## src/hdl/tts_pkg.sv

```systemverilog
`timescale 1ns / 1ps

package tts_pkg;

  localparam int MAX_WIDTH_DEF = 1024;

  localparam logic [1:0] SHAPE_8X8 = 2'd0;
  localparam logic [1:0] SHAPE_8X4 = 2'd1;
  localparam logic [1:0] SHAPE_4X4 = 2'd2;

  localparam logic REG_TILE_SHAPE  = 1'b0;
  localparam logic REG_IMAGE_WIDTH = 1'b1;

  localparam logic [1:0]  TILE_SHAPE_RST  = SHAPE_4X4;
  localparam logic [10:0] IMAGE_WIDTH_RST = 11'd1024;

  localparam logic [7:0] FINE_Y_BIAS = 8'h80;

  typedef struct packed {
    logic [9:0] pixel_x;
    logic [9:0] pixel_y;
  } in_item_t;

  typedef struct packed {
    logic [19:0] entry_index;
    logic [7:0]  coarse_x;
    logic [7:0]  coarse_y;
    logic [2:0]  fine_x;
    logic [7:0]  fine_y_biased;
  } out_item_t;

  typedef struct packed {
    logic [19:0] entry_index;
    logic [7:0]  coarse_y;
    logic [2:0]  fine_x;
    logic [7:0]  fine_y_biased;
  } side_t;

endpackage

```

## src/hdl/tts_front.sv

```systemverilog
`timescale 1ns / 1ps

module tts_front #(
  parameter int WW  = 11,
  parameter int AW  = 9,
  parameter int LW  = 20,
  parameter int DW  = 16
) (
  input  logic              clk,
  input  logic              rst_n,
  input  logic              valid_i,
  input  tts_pkg::in_item_t data_i,
  output logic              ready_o,
  input  logic [1:0]        shape_i,
  input  logic [WW-1:0]     width_i,
  input  logic [AW-1:0]     blocks_x_i,
  output logic              valid_o,
  output logic [DW-1:0]     dividend_o,
  output tts_pkg::side_t    side_o,
  input  logic              ready_i
);
  import tts_pkg::*;

  localparam int PW = 8 + AW + 1;

  logic              valid_r;
  logic [DW-1:0]     dividend_r;
  side_t             side_r;
  logic [DW-1:0]     dividend_nxt;
  side_t             side_nxt;
  logic [LW-1:0]     lin;
  logic [PW-1:0]     pos;
  logic [2:0]        fine_row;

  assign ready_o = !valid_r || ready_i;

  always_comb begin
    lin = LW'(LW'(data_i.pixel_y) * LW'(width_i)) + LW'(data_i.pixel_x);
    pos = PW'(PW'(data_i.pixel_y[9:2]) * PW'(blocks_x_i)) + PW'(data_i.pixel_x[9:2]);
    side_nxt.entry_index = 20'({pos, data_i.pixel_y[1:0], data_i.pixel_x[1:0]});
    unique case (shape_i)
      SHAPE_8X8: begin
        dividend_nxt     = DW'(lin >> 6);
        fine_row         = lin[5:3];
        side_nxt.coarse_y = 8'(data_i.pixel_y >> 3);
        side_nxt.fine_x   = data_i.pixel_x[2:0];
      end
      SHAPE_8X4: begin
        dividend_nxt     = DW'(lin >> 5);
        fine_row         = {1'b0, lin[4:3]};
        side_nxt.coarse_y = 8'(data_i.pixel_y >> 2);
        side_nxt.fine_x   = data_i.pixel_x[2:0];
      end
      default: begin
        dividend_nxt     = DW'(lin >> 4);
        fine_row         = {1'b0, lin[3:2]};
        side_nxt.coarse_y = 8'(data_i.pixel_y >> 2);
        side_nxt.fine_x   = {1'b0, data_i.pixel_x[1:0]};
      end
    endcase
    side_nxt.fine_y_biased = 8'(fine_row) - data_i.pixel_y[7:0] + FINE_Y_BIAS;
  end

  always_ff @(posedge clk) begin
    if (!rst_n) begin
      valid_r <= 1'b0;
    end else if (ready_o) begin
      valid_r <= valid_i;
    end
  end

  always_ff @(posedge clk) begin
    if (ready_o && valid_i) begin
      dividend_r <= dividend_nxt;
      side_r     <= side_nxt;
    end
  end

  assign valid_o    = valid_r;
  assign dividend_o = dividend_r;
  assign side_o     = side_r;

endmodule

```

## src/hdl/tts_mod_cell.sv

```systemverilog
`timescale 1ns / 1ps

module tts_mod_cell #(
  parameter int AW  = 9,
  parameter int DW  = 16,
  parameter int BIT = 15
) (
  input  logic           clk,
  input  logic           rst_n,
  input  logic [AW-1:0]  divisor_i,
  input  logic           valid_i,
  input  logic [AW-1:0]  rem_i,
  input  logic [DW-1:0]  dividend_i,
  input  tts_pkg::side_t side_i,
  output logic           ready_o,
  output logic           valid_o,
  output logic [AW-1:0]  rem_o,
  output logic [DW-1:0]  dividend_o,
  output tts_pkg::side_t side_o,
  input  logic           ready_i
);
  import tts_pkg::*;

  logic           valid_r;
  logic [AW-1:0]  rem_r;
  logic [DW-1:0]  dividend_r;
  side_t          side_r;
  logic [AW:0]    trial;
  logic [AW-1:0]  rem_nxt;

  assign ready_o = !valid_r || ready_i;

  always_comb begin
    trial = {rem_i, dividend_i[BIT]};
    if (trial >= {1'b0, divisor_i}) begin
      trial = trial - {1'b0, divisor_i};
    end
    rem_nxt = trial[AW-1:0];
  end

  always_ff @(posedge clk) begin
    if (!rst_n) begin
      valid_r <= 1'b0;
    end else if (ready_o) begin
      valid_r <= valid_i;
    end
  end

  always_ff @(posedge clk) begin
    if (ready_o && valid_i) begin
      rem_r      <= rem_nxt;
      dividend_r <= dividend_i;
      side_r     <= side_i;
    end
  end

  assign valid_o    = valid_r;
  assign rem_o      = rem_r;
  assign dividend_o = dividend_r;
  assign side_o     = side_r;

endmodule

```

## src/hdl/tiled_texture_swizzle_lut_entry.sv

```systemverilog
// Pipeline: one front stage plus one remainder cell per bit of the tile number.
// Throughput: one item per cycle while out_stall is low; each cell folds one bit
//   of the tile number into the remainder that gives the tile column.
// Reset: synchronous, active low; tile_shape returns to 4x4, image_width to 1024
//   and the pipeline empties. No clearing pass.
`timescale 1ns / 1ps

module tiled_texture_swizzle_lut_entry #(
  parameter int MAX_WIDTH = tts_pkg::MAX_WIDTH_DEF
) (
  input  logic               clk,
  input  logic               rst_n,
  input  logic               in_valid,
  output logic               in_stall,
  input  tts_pkg::in_item_t  in_data,
  output logic               out_valid,
  input  logic               out_stall,
  output tts_pkg::out_item_t out_data,
  input  logic               psel,
  input  logic               penable,
  input  logic               pwrite,
  input  logic [2:0]         paddr,
  input  logic [31:0]        pwdata,
  output logic [31:0]        prdata,
  output logic               pready
);
  import tts_pkg::*;

  localparam int WW = $clog2(MAX_WIDTH + 1);
  localparam int CW = (WW > 11) ? WW : 11;
  localparam int AW = $clog2((MAX_WIDTH + 3) / 4 + 1);
  localparam int LW = $clog2(1023 * (MAX_WIDTH + 1) + 1);
  localparam int DW = LW - 4;

  logic [1:0]    tile_shape_r;
  logic [10:0]   image_width_r;
  logic [CW-1:0] w_raw;
  logic [WW-1:0] w_eff;
  logic [WW:0]   w_p3;
  logic [WW:0]   w_p7;
  logic [AW-1:0] blocks_x;
  logic [AW-1:0] across;

  logic          vld   [0:DW];
  logic          rdy   [0:DW];
  logic [AW-1:0] rem   [0:DW];
  logic [DW-1:0] dvd   [0:DW];
  side_t         side  [0:DW];

  assign pready = 1'b1;

  always_ff @(posedge clk) begin
    if (!rst_n) begin
      tile_shape_r  <= TILE_SHAPE_RST;
      image_width_r <= IMAGE_WIDTH_RST;
    end else if (psel && penable && pwrite) begin
      unique case (paddr[2])
        REG_TILE_SHAPE:  tile_shape_r  <= pwdata[1:0];
        REG_IMAGE_WIDTH: image_width_r <= pwdata[10:0];
      endcase
    end
  end

  always_comb begin
    unique case (paddr[2])
      REG_TILE_SHAPE:  prdata = {30'd0, tile_shape_r};
      REG_IMAGE_WIDTH: prdata = {21'd0, image_width_r};
    endcase
  end

  always_comb begin
    w_raw = CW'(image_width_r);
    if (w_raw == '0) begin
      w_raw = CW'(1);
    end else if (w_raw > CW'(MAX_WIDTH)) begin
      w_raw = CW'(MAX_WIDTH);
    end
    w_eff    = WW'(w_raw);
    w_p3     = {1'b0, w_eff} + (WW+1)'(3);
    w_p7     = {1'b0, w_eff} + (WW+1)'(7);
    blocks_x = AW'(w_p3 >> 2);
    unique case (tile_shape_r)
      SHAPE_8X8, SHAPE_8X4: across = AW'(w_p7 >> 3);
      default:              across = AW'(w_p3 >> 2);
    endcase
  end

  tts_front #(
    .WW (WW),
    .AW (AW),
    .LW (LW),
    .DW (DW)
  ) u_front (
    .clk        (clk),
    .rst_n      (rst_n),
    .valid_i    (in_valid),
    .data_i     (in_data),
    .ready_o    (rdy[0]),
    .shape_i    (tile_shape_r),
    .width_i    (w_eff),
    .blocks_x_i (blocks_x),
    .valid_o    (vld[0]),
    .dividend_o (dvd[0]),
    .side_o     (side[0]),
    .ready_i    (rdy[1])
  );

  assign rem[0]  = '0;
  assign in_stall = !rdy[0];

  for (genvar i = 0; i < DW; i++) begin : g_cell
    if (i < DW - 1) begin : g_mid
      tts_mod_cell #(
        .AW  (AW),
        .DW  (DW),
        .BIT (DW - 1 - i)
      ) u_cell (
        .clk        (clk),
        .rst_n      (rst_n),
        .divisor_i  (across),
        .valid_i    (vld[i]),
        .rem_i      (rem[i]),
        .dividend_i (dvd[i]),
        .side_i     (side[i]),
        .ready_o    (rdy[i+1]),
        .valid_o    (vld[i+1]),
        .rem_o      (rem[i+1]),
        .dividend_o (dvd[i+1]),
        .side_o     (side[i+1]),
        .ready_i    (rdy[i+2])
      );
    end else begin : g_last
      tts_mod_cell #(
        .AW  (AW),
        .DW  (DW),
        .BIT (DW - 1 - i)
      ) u_cell (
        .clk        (clk),
        .rst_n      (rst_n),
        .divisor_i  (across),
        .valid_i    (vld[i]),
        .rem_i      (rem[i]),
        .dividend_i (dvd[i]),
        .side_i     (side[i]),
        .ready_o    (rdy[i+1]),
        .valid_o    (vld[i+1]),
        .rem_o      (rem[i+1]),
        .dividend_o (dvd[i+1]),
        .side_o     (side[i+1]),
        .ready_i    (!out_stall)
      );
    end
  end

  assign out_valid              = vld[DW];
  assign out_data.entry_index   = side[DW].entry_index;
  assign out_data.coarse_x      = 8'(rem[DW]);
  assign out_data.coarse_y      = side[DW].coarse_y;
  assign out_data.fine_x        = side[DW].fine_x;
  assign out_data.fine_y_biased = side[DW].fine_y_biased;

endmodule

```

## config.mk

```make
export PLATFORM = sky130hd
export DESIGN_NAME = tiled_texture_swizzle_lut_entry
export DESIGN_NICKNAME = d
export VERILOG_FILES = /design/src/hdl/tts_pkg.sv /design/src/hdl/tts_front.sv /design/src/hdl/tts_mod_cell.sv /design/src/hdl/tiled_texture_swizzle_lut_entry.sv
export SDC_FILE = /design/constraint.sdc
export NUM_CORES = 1
export LEC_CHECK = 0
export BUFFER_PORTS_ARGS = -buffer_cell sky130_fd_sc_hd__buf_4
export CAP_MARGIN = 40
export CORE_MARGIN = 2
export CORE_UTILIZATION = 64
export CTS_CLUSTER_SIZE = 16
export DETAILED_ROUTE_END_ITERATION = 12
export PLACE_DENSITY_LB_ADDON = 0.05
export SYNTH_ARGS = -nofsm -noshare
export SYNTH_HDL_FRONTEND = slang
export SYNTH_HIERARCHICAL = 1
export SYNTH_SLANG_ARGS = --single-unit
```

## constraint.sdc

```tcl
create_clock -name clk -period 17.5 [get_ports clk]
set_input_delay 2.625 -clock clk [delete_from_list [all_inputs] [get_ports clk]]
set_output_delay 2.625 -clock clk [all_outputs]
set_load 0.01 [all_outputs]
```

==> results.yml, run 1 <==
routing:
  via_per_inst: 6.04
  wl_mm: 98.9
  drtIter0Drc: 2219
  dr.pass1.iters: 8
  antenna_left: 0
  drcViolationCount: 0
  vias: 27800
  wl_per_cell_um: 21.4
cts:
  insertion_delay_ps: 670
  htreeDepth: 3
  cts_tree: "yes"
  holdBufCountCts: 0
  cts_buffer_depth: 3
  numClockSinks: 970
  numCtsBuffers: 92
  cts_setup_buffers: 0
  clock-root-buffer: "clkbuf_16"
  clk_pin_slew_worst_paths_ps: 60
  cts.repair.resized: 0
final_layout:
  final_area_um2: 53000
  drive_above_1_share: 0.139
  fin_nets: 4012
  area_growth_pct: 9.44
  num-fill-cells: 4790
  diodes: 0
  final_util: 0.710
critical_path:
  crit_path_end_kind: "output pin"
  start_kind: "input pin"
  cp_data_arrival_time_ps: 6270
  critPathMaxFanout: 3
  setup.worst_path.class: "in -> out"
  required_ps: 14880
timing:
  period_share: 0.508
  slew_headroom: 0.329
  rsz0062_at_grt: "false"
  worst_slew_pin_slew_ps: 1000
  skew_ps: 48.9
  hold_violations: 0
  finalSetupTns_ps: 0
  finalSetupViolCount: 0
  max_freq_ghz: 0.112
  period_needed_ps: 8900
  drv_slew: 0
pwr:
  power.leakage_nw: 19.2
  peakVddDrop_uv: 79.2
  power_density_nw_per_um2: 90.1
  finalPower_mw: 4.77
placed_design:
  hpwl_mm: 62.8
  place_area_um2: 50000
  gp_congestion: 0.882
  portBuffers: 98
synth:
  netlist_instances: 3426
  synthesis.area_um2: 48400
  ys_warn_count: 6
  synth_area_per_cell_um2: 14.1
grt:
  antenna_found_initial: 0
  grt.met3_usage: 0.0336
  gr-usage-met2: 0.443
  grt_busiest_layer: "met2"
  track_usage: 0.258
  grt_pass1_vias: 28800
  grt_pass1_wl_mm: 157
  met1_usage: 0.333
  grt_max_degree: 63
  overflow: 0
floorplan:
  die_area_um2: 77900
  start_util: 0.648
  core_area_um2: 74700
  fp.dieW_um: 279
  ioPinCount: 144
  die_h_um: 279
  num_rows: 100
hold_path:
  min_path_type: "reg -> reg"
run_status:
  status: "finished clean"
run:
  max_cap_viol_count: 0
==> cells in the final DEF (no fill, tap or decap), types with 37 or more instances in the layout <==
cell type and n:
a211oi_2 46, a21o_1 55, a21oi_1 124, and2_1 91, buf_4 127, clkbuf_16 92, conb_1 41, edfxtp_1 940
fa_1 145, ha_1 238, inv_1 396, mux2_4 48, mux2i_1 37, nand2_1 206, nand2b_1 69, nor2_1 72
o211ai_1 66, o21ai_0 39, xnor2_1 63
==> worst paths after layout <==
kind	cells after the start	start	slack, ps	to
setup / recovery	21	out_stall	8600	in_stall
setup reg to reg	22	image_width_r[2]	10030	u_front/dividend_o[13]
hold reg to reg	0	g_cell[3].g_mid.u_cell/side_o[27]	390	g_cell[4].g_mid.u_cell/side_o[27]
hold / removal	0	g_cell[3].g_mid.u_cell/side_o[27]	390	g_cell[4].g_mid.u_cell/side_o[27]
==> power by group <==
group | switching [mW] | internal, mW
registers | 0.0130 | 2.56
clock network | 0.886 | 1.05
logic | 0.159 | 0.104
total | 1.06 | 3.72
==> state kept, by name, summed over array words and instances (netlist names) <==
signal / cells
g_cell.g_last.u_cell/valid_o: 1
g_cell.g_last.u_cell/side_o: 39
u_front/dividend_o: 16
g_cell.g_mid.u_cell/valid_o: 15
g_cell.g_mid.u_cell/side_o: 585
u_front/side_o: 37
image_width_r: 11
tile_shape_r: 2
g_cell.g_mid.u_cell/dividend_o: 120
g_cell.g_last.u_cell/rem_o: 8
g_cell.g_mid.u_cell/rem_o: 135
u_front/valid_o: 1
==> worst max-delay path: stages <==
cell and delay (ps):
buf_4 80, inv_1 30, nand2b_1 160, nand2b_1 200, nand2b_1 210, nand2b_1 200
nand2b_1 190, nand2b_1 200, nand2b_1 210, nand2b_1 210, nand2b_1 200, nand2b_1 210
nand2b_1 210, nand2b_1 200, nand2b_1 170, nand2b_1 170, nand2b_1 180, nand2b_1 180
nand2b_1 220, inv_1 100, buf_4 120
==> per-layer routing <==
metal / vias to the layer above / part of all wire
met5: - / 0
met4: 0 / 0.046
met3: 283 / 0.050
met2: 963 / 0.50
met1: 13700 / 0.40
li1: 12900 / -
==> final cells by class <==
cell class	instances	area (µm²)	share of cell area
inverters	398	1490	0.0282
repair buffers	133	1090	0.0205
clock inverters	51	546	0.0103
clock buffers	118	2410	0.0455
well taps	969	1210	0.0229
multi-input cells	1972	17400	0.329
flip-flops and latches	970	28800	0.544
==> stage by stage <==
step                hold slack, ps  worst slack, ps  instances
floorplan                      400             9460       3465
global placement               400             9010       4431
detailed placement             405             8900       4441
CTS                            384             8680       4610
global route                   389             8450       4611
finish                         389             8600       4611
No activity file was read; power rests on OpenSTA's default activity.
==> run 2: changes to the inputs <==
--- a/config.mk
+++ b/config.mk
@@ -5,10 +5,11 @@
 export SDC_FILE = /design/constraint.sdc
 export NUM_CORES = 1
 export LEC_CHECK = 0
+export ABC_AREA = 1
 export BUFFER_PORTS_ARGS = -buffer_cell sky130_fd_sc_hd__buf_4
 export CAP_MARGIN = 40
 export CORE_MARGIN = 2
-export CORE_UTILIZATION = 64
+export CORE_UTILIZATION = 63
 export CTS_CLUSTER_SIZE = 16
 export DETAILED_ROUTE_END_ITERATION = 12
 export PLACE_DENSITY_LB_ADDON = 0.05
==> constraint.sdc (replaced) <==
create_clock -name clk -period 8.5 [get_ports clk]
set_input_delay 1.275 -clock clk [delete_from_list [all_inputs] [get_ports clk]]
set_output_delay 1.275 -clock clk [all_outputs]
set_load 0.01 [all_outputs]
==> results.yml, run 2 <==
grt:
  overflow: 0
  track_usage: 0.237
  grt_pass1_wl_mm: 148
  grt_max_degree: 56
  antenna_found_initial: 0
  grt_pass1_vias: 29000
pwr:
  power_density_nw_per_um2: 192
  power_switching_mw: 2.37
  switching_share: 0.229
  clkPwrFrac: 0.408
  combPwrFrac: 0.077
  p_int_mw: 7.99
  pwr-share-seq: 0.515
  power.leakage_nw: 23.5
  peakVddDrop_uv: 150
critical_path:
  critPathMaxFanout: 2
  cpPeakStageDelay_ps: 130
  crit_path_end_kind: "output pin"
  worst_path_max_delay_cell: "inv_1"
  reg2reg_slack_ps: 2450
  required_ps: 7220
  start_kind: "input pin"
  setup.worst_path.class: "in -> out"
  path_common_cell: "inv_1"
  cp_data_arrival_time_ps: 5130
synth:
  ys_warn_count: 6
  synthesis.area_um2: 48700
  netlist_instances: 4411
  synth_area_per_cell_um2: 11.0
run_status:
  status: "finished clean"
floorplan:
  core_area_um2: 76200
  start_util: 0.639
  num_rows: 101
  die_area_um2: 79600
  die_h_um: 282
  fp.dieW_um: 282
  ioPinCount: 144
cts:
  htreeDepth: 3
  numClockSinks: 970
  cts_buffer_depth: 3
  clock-root-buffer: "clkbuf_16"
  clk_pin_slew_worst_paths_ps: 70
  cts_setup_buffers: 0
  numCtsBuffers: 95
  holdBufCountCts: 0
  cts.repair.resized: 0
  cts_tree: "yes"
  insertion_delay_ps: 700
timing:
  finalSetupViolCount: 0
  skew_ps: 58.2
  period_needed_ps: 6400
  worst_slew_pin_slew_ps: 983
  hold_violations: 0
  rsz0062_at_grt: "false"
  max_freq_ghz: 0.156
  slew_headroom: 0.342
  drv_slew: 0
  finalSetupTns_ps: 0
  hold_slack_ps: 387
  period_share: 0.753
routing:
  antenna_left: 0
  wl_mm: 90.9
  vias: 29300
  drcViolationCount: 0
  via_per_inst: 5.14
  wl_per_cell_um: 15.9
  drtIter0Drc: 1697
  dr.pass1.iters: 8
final_layout:
  drive_above_1_share: 0.122
  area_growth_pct: 10.8
  final_area_um2: 54000
  layout_common_cells: "nand2_1 (1188), edfxtp_1 (940), inv_1 (789)"
  final_common_cell: "nand2_1"
  final_util: 0.709
  diodes: 0
  largest_register_ffs: 585
  fin_nets: 5032
placed_design:
  place_area_um2: 50800
  gp_congestion: 0.860
  hpwl_mm: 60.2
  portBuffers: 98
run:
  max_cap_viol_count: 0
hold_path:
  min_path_type: "reg -> reg"
## run 2: layout make-up
| type | count | area (µm²) |
|---|---|---|
| Inverter | 831 | 3120 |
| Clock inverter | 64 | 749 |
| Sequential cell | 970 | 28800 |
| Fill cell | 5435 | 22200 |
| Tap cell | 1030 | 1290 |
| Multi-Input combinational cell | 2557 | 16500 |
| Timing Repair Buffer | 132 | 1010 |
| Clock buffer | 114 | 2470 |
## run 2: stage by stage
stage / worst slack [ps] / std cells / total power [mW]
final: 2100 / 5698 / 10.4
after global routing: 1680 / 5698 / 10.8
after CTS: 2100 / 5698 / 10.5
after detailed placement: 2300 / 5520 / 6.23
after global placement: 2360 / 5516 / 6.21
after floorplan: 2070 / 4451 / 6.03
## run 2: power groups by stage
stage	logic [mW]	registers, mW	clock network, mW
after floorplan	0.603	5.42	0
after global placement	0.772	5.43	0
after detailed placement	0.790	5.44	0
after CTS	0.798	5.34	4.34
after global routing	0.909	5.34	4.52
final	0.797	5.34	4.22
## run 2: path summary, 6_finish.rpt
kind                                                         from                           endpoint  cells past startpoint
worst min-delay path            g_cell[5].g_mid.u_cell/side_o[10]  g_cell[6].g_mid.u_cell/side_o[10]                      0
worst max-delay path                                    out_stall                           in_stall                     38
worst min register to register  g_cell[5].g_mid.u_cell/side_o[10]  g_cell[6].g_mid.u_cell/side_o[10]                      0
worst max register to register                   image_width_r[1]                  u_front/side_o[7]                     26
## run 2: critical path, delay by kind of cell
family	cells	cell delay, ps
buf+inv	21	2310
simple gates	17	1520
## run 2: per-layer routing
metal | track usage | wire length [µm] | vias up
met5 | 0 | 0 | -
met4 | 0.0829 | 2650 | 0
met3 | 0.0292 | 4080 | 176
met2 | 0.422 | 46500 | 645
met1 | 0.300 | 37700 | 13800
li1 | - | - | 14600
==> run 3: changes to the inputs <==
==> constraint.sdc (replaced) <==
create_clock -name clk -period 6.4 [get_ports clk]
set_input_delay 0.96 -clock clk [delete_from_list [all_inputs] [get_ports clk]]
set_output_delay 0.96 -clock clk [all_outputs]
set_load 0.01 [all_outputs]
==> results.yml, run 3 (same netlist as run 2, synthesis figures left out) <==
timing:
  finalSetupViolCount: 0
  skew_ps: 42.6
  slew_headroom: 0.409
  drv_slew: 0
  period_share: 0.946
  worst_slew_pin_slew_ps: 884
  period_needed_ps: 6050
  finalSetupTns_ps: 0
  hold_violations: 0
  max_freq_ghz: 0.165
  hold_slack_ps: 378
  rsz0062_at_grt: "false"
final_layout:
  fin_nets: 5037
  area_growth_pct: 10.9
  drive_above_1_share: 0.122
  largest_register_ffs: 585
  regArea_um2: 28800
  diodes: 0
  final_common_cell: "nand2_1"
  multi_input_area_um2: 16500
  num-fill-cells: 5582
  layout_common_cells: "nand2_1 (1188), edfxtp_1 (940), inv_1 (789)"
pwr:
  clkPwrFrac: 0.406
  power_switching_mw: 3.14
  switching_share: 0.229
  p_int_mw: 10.6
  combPwrFrac: 0.077
  peakVddDrop_uv: 240
  finalPower_mw: 13.7
  power_density_nw_per_um2: 254
  pwr-share-seq: 0.517
  power.leakage_nw: 23.5
hold_path:
  hp-start: "g_cell[5].g_mid.u_cell/side_o[1]"
  holdPathEnd: "g_cell[6].g_mid.u_cell/side_o[1]"
  min_path_cells: 0
  min_path_type: "reg -> reg"
placed_design:
  hpwl_mm: 61.7
  gp_congestion: 0.876
  portBuffers: 98
run:
  max_cap_viol_count: 0
critical_path:
  required_ps: 6790
  rr_startpoint: "image_width_r[1]"
  timing.rr.end: "u_front/side_o[7]"
  start_kind: "register"
  crit_path_end_kind: "register"
  cp_data_arrival_time_ps: 6440
  rr_worst_depth: 26
  critPathMaxFanout: 10
  setup.worst_path.class: "reg -> reg"
  reg2reg_slack_ps: 350
cts:
  cts_setup_buffers: 0
  cts_tree: "yes"
  numCtsBuffers: 92
  cts.repair.resized: 0
  clock-root-buffer: "clkbuf_16"
  cts_buffer_depth: 3
  clk_pin_slew_worst_paths_ps: 70
  htreeDepth: 3
  insertion_delay_ps: 670
  numClockSinks: 970
  holdBufCountCts: 0
floorplan:
  num_rows: 101
  fp.dieW_um: 282
  die_area_um2: 79600
  start_util: 0.639
  die_h_um: 282
  core_area_um2: 76200
  ioPinCount: 144
routing:
  drcViolationCount: 0
  vias: 29400
  drtIter0Drc: 1591
  wl_mm: 92.7
  dr.pass1.iters: 5
  antenna_left: 0
  wl_per_cell_um: 16.3
  via_per_inst: 5.16
grt:
  overflow: 0
  grt_pass1_vias: 29000
  grt_max_degree: 63
  antenna_found_initial: 1
  track_usage: 0.240
  grt_pass1_wl_mm: 149
run_status:
  status: "finished clean"
[run 3: cell types whose count changed in the layout (fill, tap and decap cells not counted), moves of 2 or more]
cell	previous run	this run
buf_4	131	136
clkinv_2	21	17
clkbuf_8	2	0
clkbuf_16	95	92
clkbuf_1	17	20
bufinv_16	10	12
[run 3: final cells by class]
cell class	instances	area share
Clock buffer	112	0.0440
Timing Repair Buffer	140	0.0206
Multi-Input combinational cell	2557	0.306
Sequential cell	970	0.534
Tap cell	1030	0.0239
Inverter	831	0.0578
Clock inverter	60	0.0140
[run 3: how the worst max path moves through the flow]
stage / startpoint / to / slack (ps) / cells past startpoint
floorplan: out_stall / g_cell[0].g_mid.u_cell/dividend_o[0] / 280 / 33
global placement: image_width_r[6] / u_front/side_o[7] / 540 / 28
CTS: image_width_r[6] / u_front/side_o[7] / 400 / 28
finish: image_width_r[1] / u_front/side_o[7] / 350 / 26
detailed placement: image_width_r[1] / u_front/side_o[7] / 520 / 26
global route: image_width_r[9] / u_front/side_o[7] / 30 / 26
[run 3: power groups by stage]
stage / clock network, mW / logic, mW / registers [mW]
final: 5.57 / 1.06 / 7.10
after detailed placement: 0 / 1.05 / 7.23
after global placement: 0 / 1.03 / 7.22
after global routing: 5.90 / 1.21 / 7.10
after floorplan: 0 / 0.801 / 7.20
after CTS: 5.70 / 1.06 / 7.10
[run 3: per-stage QoR]
stage	utilization	area, µm²	std cells	setup slack (ps)
3_3_place_gp	0.667	50800	5524	543
2_1_floorplan	-	48900	4451	280
4_1_cts	0.709	54000	5700	395
5_1_grt	0.709	54000	5700	30.6
6_report	0.709	54000	5700	346
3_5_place_dp	0.668	50900	5528	524
[run 3: critical path: stages, from the launching register on]
cell     delay (ps)
dfxtp_1         360
nor2_1          150
nand3_1         120
o21ai_1         180
nand2_1         150
inv_1           380
nand2_1         150
fa_1            540
inv_1            40
ha_1            200
fa_1            460
ha_1            290
inv_1            50
fa_1            530
inv_1            40
ha_1            350
nand2_1         130
nand3_2         100
xor2_1          180
and2_1          150
ha_1            340
nand2_1          70
nand2_1          50
a31oi_1          60
nor3_1          330
nand3_1         190
xor2_1          180
[run 3: layer usage]
layer  part of all wire  global-route usage
met5                  0                   0
met4              0.037              0.0917
met3              0.042              0.0290
met2               0.51               0.420
met1               0.42               0.307
